## src/design/iamm_pkg.sv

```systemverilog
// shared types and constants for the interval affine matrix multiply block
// request and result payload structs, operation codes, controller/datapath links
// no dependencies
package iamm_pkg;

  localparam int DATA_W      = 32;
  localparam int OP_W        = 2;
  localparam int IDX_W       = 4;
  localparam int STEP_W      = 2;
  localparam int PROD_W      = 2 * DATA_W;
  // three full products plus a shifted translation, with headroom for the ceiling add
  localparam int SUM_W       = PROD_W + 2;
  localparam int ENTRY_COUNT = 12;
  localparam int CREDIT_W    = 2;

  localparam logic [OP_W-1:0] OP_LOAD_LEFT  = 2'd0;
  localparam logic [OP_W-1:0] OP_LOAD_RIGHT = 2'd1;
  localparam logic [OP_W-1:0] OP_COMPUTE    = 2'd2;

  localparam logic [STEP_W-1:0]   STEP_FIRST = 2'd0;
  localparam logic [STEP_W-1:0]   STEP_TRANS = 2'd3;
  localparam logic [IDX_W-1:0]    LAST_INDEX = 4'd11;
  localparam logic [CREDIT_W-1:0] CREDIT_MAX = 2'd2;

  typedef struct packed {
    logic [OP_W-1:0]          operation;
    logic [IDX_W-1:0]         entry_index;
    logic signed [DATA_W-1:0] lower_in;
    logic signed [DATA_W-1:0] upper_in;
  } iamm_in_t;

  typedef struct packed {
    logic [IDX_W-1:0]         result_index;
    logic signed [DATA_W-1:0] lower_out;
    logic signed [DATA_W-1:0] upper_out;
    logic                     last;
  } iamm_out_t;

  // one memory read step of one result entry
  typedef struct packed {
    logic              issue;
    logic [IDX_W-1:0]  entry;
    logic [STEP_W-1:0] step;
  } iamm_cmd_t;

  typedef struct packed {
    logic out_taken;
  } iamm_status_t;

endpackage

```

## src/design/iamm_ctrl.sv

```systemverilog
// controller: accepts requests and sequences the four read steps of each result entry
// uses iamm_pkg; drives commands to iamm_dp and tracks results in flight
module iamm_ctrl (
  input  logic                         clk,
  input  logic                         rst_n,
  input  logic                         in_accept,
  input  logic [iamm_pkg::OP_W-1:0]    in_op,
  output logic                         in_stall,
  output iamm_pkg::iamm_cmd_t          cmd,
  input  iamm_pkg::iamm_status_t       status
);
  import iamm_pkg::*;

  typedef enum logic {S_IDLE, S_RUN} state_t;

  state_t              state_r, state_nxt;
  logic [IDX_W-1:0]    entry_r, entry_nxt;
  logic [STEP_W-1:0]   step_r, step_nxt;
  logic [CREDIT_W-1:0] credit_r, credit_nxt;
  iamm_cmd_t           cmd_r, cmd_nxt;
  logic                issue;
  logic                start;

  always_comb begin
    state_nxt = state_r;
    entry_nxt = entry_r;
    step_nxt  = step_r;
    issue     = 1'b0;
    unique case (state_r)
      S_IDLE: begin
        if (in_accept && in_op == OP_COMPUTE) begin
          state_nxt = S_RUN;
          entry_nxt = '0;
          step_nxt  = STEP_FIRST;
        end
      end
      S_RUN: begin
        // a new entry needs room downstream; later steps of an entry never wait
        if (step_r != STEP_FIRST || credit_r < CREDIT_MAX || status.out_taken) begin
          issue = 1'b1;
          if (step_r == STEP_TRANS) begin
            step_nxt = STEP_FIRST;
            if (entry_r == LAST_INDEX) begin
              state_nxt = S_IDLE;
            end else begin
              entry_nxt = entry_r + IDX_W'(1);
            end
          end else begin
            step_nxt = step_r + STEP_W'(1);
          end
        end
      end
    endcase
    start         = issue && step_r == STEP_FIRST;
    credit_nxt    = credit_r + CREDIT_W'(start) - CREDIT_W'(status.out_taken);
    cmd_nxt.issue = issue;
    cmd_nxt.entry = entry_r;
    cmd_nxt.step  = step_r;
  end

  always_ff @(posedge clk) begin
    if (!rst_n) begin
      state_r  <= S_IDLE;
      entry_r  <= '0;
      step_r   <= STEP_FIRST;
      credit_r <= '0;
      cmd_r    <= '0;
    end else begin
      state_r  <= state_nxt;
      entry_r  <= entry_nxt;
      step_r   <= step_nxt;
      credit_r <= credit_nxt;
      cmd_r    <= cmd_nxt;
    end
  end

  assign in_stall = (state_r == S_RUN);
  assign cmd      = cmd_r;

`ifndef SYNTHESIS
  a_credit_bound: assert property (@(posedge clk) disable iff (!rst_n)
    credit_r <= CREDIT_MAX)
    else $error("more result entries in flight than downstream can hold");

  a_taken_needs_credit: assert property (@(posedge clk) disable iff (!rst_n)
    status.out_taken |-> credit_r != '0)
    else $error("result delivered with no entry in flight");

  a_issue_in_run: assert property (@(posedge clk) disable iff (!rst_n)
    cmd_r.issue |-> $past(state_r == S_RUN))
    else $error("read step issued outside a compute");
`endif

endmodule

```

## config.mk

```make
export PLATFORM = sky130hd
export DESIGN_NAME = iamm_ctrl
export DESIGN_NICKNAME = d
export VERILOG_FILES = /design/src/design/iamm_pkg.sv /design/src/design/iamm_ctrl.sv
export SDC_FILE = /design/constraint.sdc
export NUM_CORES = 1
export LEC_CHECK = 0
export BUFFER_PORTS_ARGS = -buffer_cell sky130_fd_sc_hd__clkbuf_2
export CORE_MARGIN = 3
export CORE_UTILIZATION = 50
export CTS_CLUSTER_SIZE = 24
export DETAILED_ROUTE_END_ITERATION = 7
export PLACE_DENSITY = 0.72
export SYNTH_ARGS = -nofsm -noshare
export SYNTH_HDL_FRONTEND = slang
export SYNTH_SLANG_ARGS = --single-unit
```

## constraint.sdc

```tcl
create_clock -name clk -period 2.53 [get_ports clk]
set_input_delay 0.1265 -clock clk [delete_from_list [all_inputs] [get_ports clk]]
set_output_delay 0.1265 -clock clk [all_outputs]
set_load 0.01 [all_outputs]
```

==> results of run 1 <==
==> metrics by stage <==
step                hold slack, ns  total power, mW  area [um^2]  worst slack (ns)
floorplan                    0.254            0.334          694             0.739
global placement             0.476            0.354          772             0.616
detailed placement           0.482            0.355          772             0.543
CTS                          0.181            0.486          795             0.521
global route                 0.208            0.506          795             0.375
finish                       0.176            0.484          795             0.534
==> flip-flops by register name, summed over array words and instances, names as in the netlist <==
name	count
entry_r	4
in_stall	1
credit_r	2
step_r	2
cmd	7
==> worst max-delay path, cell delays in order, from the launching register on <==
cell and delay, ns:
dfxtp_1 0.36, inv_1 0.08, ha_1 0.24, nand3b_1 0.16, nand3_1 0.11, ha_1 0.30
inv_1 0.04, ha_1 0.17, xor2_1 0.15, and2_2 0.19, nor3_1 0.12
==> area by class of cell <==
type                    instances  area, um^2
clock buffers                   3        22.5
multi-input cells              48         347
repair buffers                 13        65.1
fillers                       102         407
flip-flops and latches         16         320
inverters                       6        22.5
well taps                      14        17.5
==> cell families after synthesis <==
kind of cell / share of synthesized area (%)
buffers and inverters: 3.96
and+or+nand+nor: 23.2
xor gates and xnor gates: 1.26
AOI/OAI and AO/OA: 12.1
adders and majority gates: 9.01
DFF: 46.1
muxes: 4.32
==> worst paths after layout <==
check,startpoint,to,slack [ns],cells after the start
max,step_r[0],credit_r[1],0.53,10
min,rst_n,credit_r[0],0.18,2
max reg2reg,step_r[0],credit_r[1],0.53,10
min reg2reg,step_r[1],cmd[1],0.51,2
==> cell usage in the layout, fill, tap and decap left out, drive strengths merged, types with 2 or more instances in the layout <==
| master | Yosys | layout |
|---|---|---|
| dfxtp | 16 | 16 |
| clkbuf | 0 | 16 |
| inv | 6 | 6 |
| and2 | 6 | 6 |
| nand2 | 5 | 5 |
| ha | 5 | 5 |
| nand3 | 4 | 4 |
| mux2i | 3 | 3 |
| nor2 | 3 | 3 |
| o21ai | 2 | 2 |
| nand4 | 2 | 2 |
| o211ai | 2 | 2 |
| a21oi | 2 | 2 |
| nor3 | 2 | 2 |
| or3 | 2 | 2 |
==> per-layer routing <==
layer	GRT usage, %	vias up
met2	19.2	17
met5	0	-
met1	21.2	243
li1	-	284
met3	4.24	3
met4	7.23	0
==> power by group through the flow <==
stage               Clock (mW)  Combinational [mW]  Sequential, mW
floorplan                    0              0.0519           0.283
global placement             0              0.0684           0.286
detailed placement           0              0.0691           0.286
CTS                      0.136              0.0701           0.280
global route             0.143              0.0797           0.284
finish                   0.134              0.0695           0.280
==> impl_results.md, run 1 <==
* Met3 WL at 69 um
* NetSw at 129 uW
* Starting Density at 57.8%
* Non-filler cells, final at 100
* Core area at 0.00120 mm^2
* Post-synth top cells: dfxtp_1, and2_1, ha_1, inv_1, nand2_1
* Post-Syn Area at approximately 690 um^2
* DR vias at 547
* CTS tree: built
* Setup crit start kind: flop
* Nets at 99
* # rows at 12
* Synth Flop Type: dfxtp_1
* I/O pin cnt at 14
* Ys Warns at 0
* Comb power frac at between 10% and 20%
* Top-count cell post-synth: dfxtp_1
* Initial drt markers at 7
* Final period util at 78.9%
* P_leak at 0.364 nW
* Clock root cell: clkbuf_4
* Die Span Y at 43.3 um
* Largest net degree at the start of global routing at 13
* PortBufs at 13
* Synth area leader: dfxtp_1
* Yosys cell types at 27
* Crit. End Element: flop
* Mapped Nets at roughly 80
* Post_cts resized at 0
* Total track usage at roughly 15%
* Power per cell area at roughly 600 mW/mm^2
* Top post-synthesis cells by area: dfxtp_1, ha_1, and2_1
* Vias in the first global route at ~460
* Synth Register Bits at 16
* Mapped Cells at 71
* Final core occ at ~66%
* WP data arrival at between 2 and 2.5 ns
* Crit Path Max Fanout at 4
* Worst-Margin Slew at 0.466 ns
* Sequential area share after synthesis at 46.1%
* Placed wire-length estimate at 932 um
* Final setup vio count at 0
* M1 WL at 638 um
* Max-slew violation count at 0
* CTS H-tree lvls at 1
* RSZ-0062 raised after global routing: false
* Slew margin rel. at 68.9%
* WS Path Type: reg2reg
* Path type of the worst min-delay path: in2reg
* DIE AREA at about 0.0019 mm^2
* Pre-antenna DRT Iters at 4
* Met2 WL at 511 um
* Worst-Skew Late Latency at 0.29 ns
* Setup Total Neg Slack at 0 ns
* Clock sink count at 16
* Max_cap viols at 0
* DRC at 0
* GR Overflow Total at 0
* Sw Share at 26.7%
* Global-route wire length before repair at 2050 um
* Hold buffer count at cts at 0
* Top layer reached by signal wires: met4
* Fin Clk Skew at 0.000603 ns
* Register share of total power at between 50% and 60%
* Required time worst endpoint at 2.75 ns
* Asr flop ratio synth at 0%
* Vias per cell at 5.47
* Top-area cell type share of the netlist area at a little under half
* Area grow syn2layout at 14.4%
* Clock share of power at 27.7%
* Mean routed wirelength per cell at ~12 um
* Int Power at approximately 350 uW
* TritonCTS buffer count at 3
* Post-CTS Setup Repair Bufs at 0
* Final Hold Viols at 0
* Maximum vdd ir drop at 0.300 mV
* Mean Syn Cell Area at 9.78 um^2
* Antenna Nets Post-Route at 0
* Ant. Diodes at 0
* Dpl cells at 97
* Outcome: completed
* Max Root-Sink Buffers at 2
* Post-synth EDFFs at 0
* Chip Width at 43.3 um
* Routed WL at 1240 um
* Clock-pin slew on the worst setup and hold paths at 0.09 ns
* Fin crit period at 2.00 ns
* Initial antenna violation count at 0
* Gpl congestion at 0.732
* Share of cells above drive strength 1 at 23.3%
* Fmax at 501 MHz
No activity file was read; power rests on OpenSTA's default activity.
==> run 2: changes to the inputs <==
Clock period 2.53 ns to 1.9 ns, I/O delays scaled along.
==> impl_results.md, run 2 (synthesized netlist as in run 1, its figures left out) <==
* WHS Endpoint: credit_r[0]
* Core area at 0.00120 mm^2 (unchanged)
* Initial antenna violation count at 0 (unchanged)
* Hold buffer count at cts at 0 (unchanged)
* Layout fillers at 104 (+2.0%)
* Power Total at 700 uW (+45%)
* Slowest cell on crit path: dfxtp_2
* CP delay by family, top: adder cells
* Slew margin rel. at 67.5% (-1.5 points)
* Outcome: completed
* Hold depth at 2 (unchanged)
* Total track usage at 14.7% (+0.086 points)
* Setup crit start kind: flop
* Nets at 102 (+3.0%)
* M2 GR Usage at 21.5% (+2.4 points)
* WS Path Type: reg2reg
* Worst-Margin Slew at 0.488 ns (+0.0218 ns)
* Placed wire-length estimate at 933 um (about the same)
* Initial drt markers at 4 (-3)
* Fin Clk Skew at 0.00147 ns (+0.000872 ns)
* DR vias at 576 (+5.3%)
* Commonest non-fill, non-tap cells in the layout: dfxtp_1, clkbuf_2, and2_1, nand2_1
* Ant. Diodes at 0 (unchanged)
* CTS tree: built
* Crit. Startpoint: step_r[1]
* Met3 usage at 6.36% (+2.1 points)
* Register-to-register setup slack at 0.12 ns (-0.42 ns)
* Final period util at 93.8% (+15 points)
* Crit-path max cell delay at 0.35 ns (about the same)
* Share of cells above drive strength 1 at 32.2% (+9.0 points)
* CP bufs+invs at 2 (unchanged)
* Vias in the first global route at 469 (+2.2%)
* Global-route wire length before repair at 2090 um (+2.0%)
* Crit. End Element: flop
* Multi-input logic area at 364 um^2 (+5.1%)
* Max_cap viols at 0 (unchanged)
* Clock sink count at 16 (unchanged)
* Vias per cell at 5.54 (+1.3%)
* Hold_sp: rst_n
* DIE AREA at 0.00187 mm^2 (unchanged)
* Mean routed wirelength per cell at 12.0 um (-3.2%)
* I/O pin cnt at 14 (unchanged)
* Grt peak-use layer: met2
* Commonest non-fill, non-tap cell in the layout: dfxtp_1
* Setup Total Neg Slack at 0 ns (unchanged)
* DRC at 0 (unchanged)
* Largest net degree at the start of global routing at 12 (-1)
* Starting Density at 57.8% (unchanged)
* Required time worst endpoint at 2.12 ns (-0.63 ns)
* Flip-flop and latch area at 323 um^2 (+0.78%)
* Fmax at 561 MHz (+12%)
* CTS H-tree lvls at 1 (unchanged)
* Power per cell area at 823 mW/mm^2 (+35%)
* # rows at 12 (unchanged)
* Worst-Skew Late Latency at 0.28 ns (about the same)
* PortBufs at 13 (unchanged)
* Max reg flops at 7 (unchanged)
* Final Hold Viols at 0 (unchanged)
* Chip Width at 43.3 um (unchanged)
* Routed WL at 1250 um (+0.64%)
* P_leak at 0.390 nW (+7.1%)
* Maximum vdd ir drop at 0.547 mV (+83%)
* RSZ-0062 raised after global routing: false
* Crit Path Max Fanout at 3 (-1)
* GR Overflow Total at 0 (unchanged)
* Pre-antenna DRT Iters at 4 (unchanged)
* Max-slew violation count at 0 (unchanged)
* Reg2Reg Depth at 10 (unchanged)
* TritonCTS buffer count at 3 (unchanged)
* Clock root cell: clkbuf_4
* Reg2reg end: credit_r[1]
* Fin crit period at 1.78 ns (-0.214 ns)
* Area grow syn2layout at 22.5%
* WP data arrival at 2.00 ns (-0.21 ns)
* Path type of the worst min-delay path: in2reg
* FF-to-FF Start: step_r[1]
* Met1 GRT Util at 19.7% (-1.5 points)
* Clock-pin slew on the worst setup and hold paths at 0.08 ns (about the same)
* Max Root-Sink Buffers at 2 (unchanged)
* Gpl congestion at 0.715 (-2.3%)
* Cell Chain, Critical Path: inv_1, ha_4, nand3b_1, nand3_2, ha_1, inv_1, ha_1, xor2_1, and2_2, nor3_1
* Final setup vio count at 0 (unchanged)
* Antenna Nets Post-Route at 0 (unchanged)
* Die Span Y at 43.3 um (unchanged)
run 2: how the worst max path moves through the flow:
stage	to	slack (ns)	cells after the start
final	credit_r[1]	0.12	10
after floorplan	credit_r[1]	0.11	10
after global placement	credit_r[1]	0.07	10
after global routing	credit_r[1]	0.01	10
after detailed placement	credit_r[1]	0.01	10
after CTS	credit_r[1]	0.03	10
run 2: area by class of cell:
cell class | count | share of cell area (%)
multi-input cells | 48 | 42.8
flip-flops and latches | 16 | 37.9
well taps | 14 | 2.06
inverters | 6 | 2.65
clock buffers | 4 | 4.26
repair buffers | 16 | 10.3
run 2: routing by layer:
metal	vias up	share of wire, %
met4	0	0.88
met2	19	44
li1	291	-
met3	3	7.6
met1	263	47
met5	-	0
run 2: worst reg2reg max path: cells and delay by family (launching register included):
family | cells | cell delay (ns)
buffers and inverters | 2 | 0.12
adders and majority gates | 3 | 0.61
DFF | 1 | 0.35
and+or+nand+nor | 4 | 0.49
xor gates and xnor gates | 1 | 0.14
run 2: timing repair:
item	in CTS	in global routing
buffers inserted	0	1
pin swaps	0	1
gates cloned	0	0
resized for setup	1	5
endpoints found under the setup margin	1	1
run 2: per-stage QoR:
stage | instance area (um^2) | worst slack (ns) | std cells | utilization, % | hold slack (ns)
after floorplan | 694 | 0.109 | 71 | - | 0.222
after global placement | 787 | 0.0725 | 99 | 65.5 | 0.445
after detailed placement | 787 | 0.00996 | 99 | 65.5 | 0.461
after CTS | 825 | 0.0337 | 103 | 68.6 | 0.156
after global routing | 851 | 0.0105 | 104 | 70.8 | 0.176
final | 851 | 0.118 | 104 | 70.8 | 0.166
run 2: power breakdown:
group	total (mW)	internal (mW)	switching [mW]
clock network	0.216	0.117	0.0990
registers	0.368	0.357	0.0119
logic	0.116	0.0548	0.0608
total	0.700	0.528	0.172
==> run 3: changes to the inputs <==
Settings changed: CORE_AREA set to 3 3 40 42, CORE_MARGIN 3 to not set, CORE_UTILIZATION 50 to not set, DIE_AREA set to 0 0 43 45, PLACE_DENSITY 0.72 to 0.74.
Clock period 1.9 ns to 2.2 ns, I/O delays scaled along.
==> impl_results.md, run 3 (synthesized netlist as in run 1, its figures left out) <==
* Clock-pin slew on the worst setup and hold paths at 0.09 ns (about the same)
* Sw Share at 25.7% (+1.1 points)
* Worst-Skew Late Latency at 0.28 ns (about the same)
* CP bufs+invs at 2 (unchanged)
* Reg2reg end: credit_r[1]
* Setup Total Neg Slack at 0 ns (unchanged)
* Worst-Margin Slew at 0.447 ns (-0.0405 ns)
* Die Span Y at 45 um (+4.0%)
* Pre-antenna DRT Iters at 4 (unchanged)
* Clock root cell: clkbuf_4
* CP delay by family, top: adder cells
* DIE AREA at 0.00194 mm^2 (+3.4%)
* Routed WL at 1210 um (-3.4%)
* DR vias at 534 (-7.3%)
* P_leak at 0.364 nW (-6.6%)
* Post_cts resized at 0 (-1)
* Slowest cell on crit path: dfxtp_1
* Fin Clk Skew at 0.00649 ns (+0.00502 ns)
* Final setup vio count at 0 (unchanged)
* Ant. Diodes at 0 (unchanged)
* Mean routed wirelength per cell at 12.0 um (-0.57%)
* Share of cells above drive strength 1 at 23.3% (-9.0 points)
* DRC at 0 (unchanged)
* Total track usage at 14.7% (-0.047 points)
* Gpl congestion at 0.741 (+3.6%)
* WHS Endpoint: credit_r[0]
* Commonest non-fill, non-tap cell in the layout: dfxtp_1
* CTS H-tree lvls at 1 (unchanged)
* TritonCTS buffer count at 3 (unchanged)
* Max Root-Sink Buffers at 2 (unchanged)
* Dpl cell area at 773 um^2 (-1.7%)
* FF-to-FF Start: step_r[0]
* # rows at 13 (+1)
* Register-to-register setup slack at 0.22 ns (+0.10 ns)
* Commonest non-fill, non-tap cells in the layout: dfxtp_1, clkbuf_2
* Core area at 0.00128 mm^2 (+7.0%)
* Initial drt markers at 9 (+5)
* Slew margin rel. at 70.2% (+2.7 points)
* Hold buffer count at cts at 0 (unchanged)
* Maximum vdd ir drop at 0.480 mV (-12%)
* Final period util at 90.1% (-3.7 points)
* Comb power frac at 14.5% (-2.0 points)
* Final Hold Viols at 0 (unchanged)
* Cell Chain, Critical Path: inv_1, ha_1, nand3b_1, nand3_1, ha_1, inv_1, ha_1, xor2_1, and2_2, nor3_1
* Max-slew violation count at 0 (unchanged)
* Crit Path Max Fanout at 4 (+1)
* I/O pin cnt at 14 (unchanged)
* Global-route wire length before repair at 2100 um (+0.33%)
* Path type of the worst min-delay path: in2reg
* Vias per cell at 5.29 (-4.5%)
* Initial antenna violation count at 0 (unchanged)
* Design area at 796 um^2 (-6.5%)
* CTS tree: built
* WP data arrival at 2.18 ns (+0.18 ns)
* Max_cap viols at 0 (unchanged)
* NetSw at 141 uW (-18%)
* Fin crit period at 1.98 ns (+0.201 ns)
* Starting Density at 54.0% (-3.8 points)
* Fmax at 504 MHz (-10%)
* Largest net degree at the start of global routing at 13 (+1)
* Post-CTS Setup Repair Bufs at 0 (unchanged)
* WS Path Type: reg2reg
* Nets at 99 (-2.9%)
* Vias in the first global route at 487 (+3.8%)
* Power per cell area at 689 mW/mm^2 (-16%)
* GR Overflow Total at 0 (unchanged)
* Register share of total power at 58.8% (+6.2 points)
* Setup crit start kind: flop
* Place WS at 0.251 ns (+0.241 ns)
* Antenna Nets Post-Route at 0 (unchanged)
* CP most frequent cell: ha_1
* Crit. End Element: flop
* Hold_sp: rst_n
* Reg2Reg Depth at 10 (unchanged)
* Layout fillers at 103 (-0.96%)
* Required time worst endpoint at 2.40 ns (+0.28 ns)
* Outcome: completed
* Area grow syn2layout at 14.6%
* Hold depth at 2 (unchanged)
* RSZ-0062 raised after global routing: false
* Crit-path max cell delay at 0.38 ns (+0.03 ns)
* PortBufs at 13 (unchanged)
* Int Power at 407 uW (-23%)
* Clock sink count at 16 (unchanged)
* Chip Width at 43 um (-0.61%)
* Max reg flops at 7 (unchanged)
* PnR worst setup slack at 0.217 ns (+0.0992 ns)
* Clock share of power at 26.7% (-4.1 points)
* Placed wire-length estimate at 926 um (-0.74%)
* WHS at 0.177 ns (+0.0114 ns)
==> run 3: layout make-up <==
| type | instances | area (um^2) | share of cell area [%] |
|---|---|---|---|
| Clock buffer | 3 | 22.5 | 2.83 |
| Tap cell | 15 | 18.8 | 2.36 |
| Multi-Input combinational cell | 48 | 347 | 43.6 |
| Sequential cell | 16 | 320 | 40.3 |
| Inverter | 6 | 22.5 | 2.83 |
| Timing Repair Buffer | 13 | 65.1 | 8.18 |
==> run 3: power groups by stage <==
stage | Sequential [mW] | Combinational, mW | Clock [mW]
after floorplan | 0.325 | 0.0597 | 0
after global placement | 0.328 | 0.0778 | 0
after detailed placement | 0.329 | 0.0795 | 0
after CTS | 0.322 | 0.0807 | 0.149
after global routing | 0.325 | 0.0940 | 0.162
final | 0.322 | 0.0797 | 0.146
==> run 3: per-stage QoR <==
stage / utilization (%) / std cells / power (mW)
after floorplan: - / 71 / 0.385
after global placement: 60.2 / 98 / 0.406
after detailed placement: 60.2 / 98 / 0.408
after CTS: 61.9 / 101 / 0.551
after global routing: 61.9 / 101 / 0.582
final: 61.9 / 101 / 0.548
==> run 3: worst max-delay path by stage <==
stage | from | end | slack, ns | cells past startpoint
after floorplan | step_r[0] | credit_r[1] | 0.41 | 10
after global placement | step_r[1] | credit_r[1] | 0.33 | 10
after detailed placement | step_r[0] | credit_r[1] | 0.25 | 10
after CTS | step_r[0] | credit_r[1] | 0.22 | 10
after global routing | step_r[0] | credit_r[1] | 0.06 | 10
final | step_r[0] | credit_r[1] | 0.22 | 10
==> run 3: metal layers <==
metal  wire length, um  track usage [%]  part of all wire (%)
met2               512             22.8                    42
met4                30             9.04                   2.5
met3                54             3.59                   4.5
met5                 0                0                     0
met1               612             18.4                    51
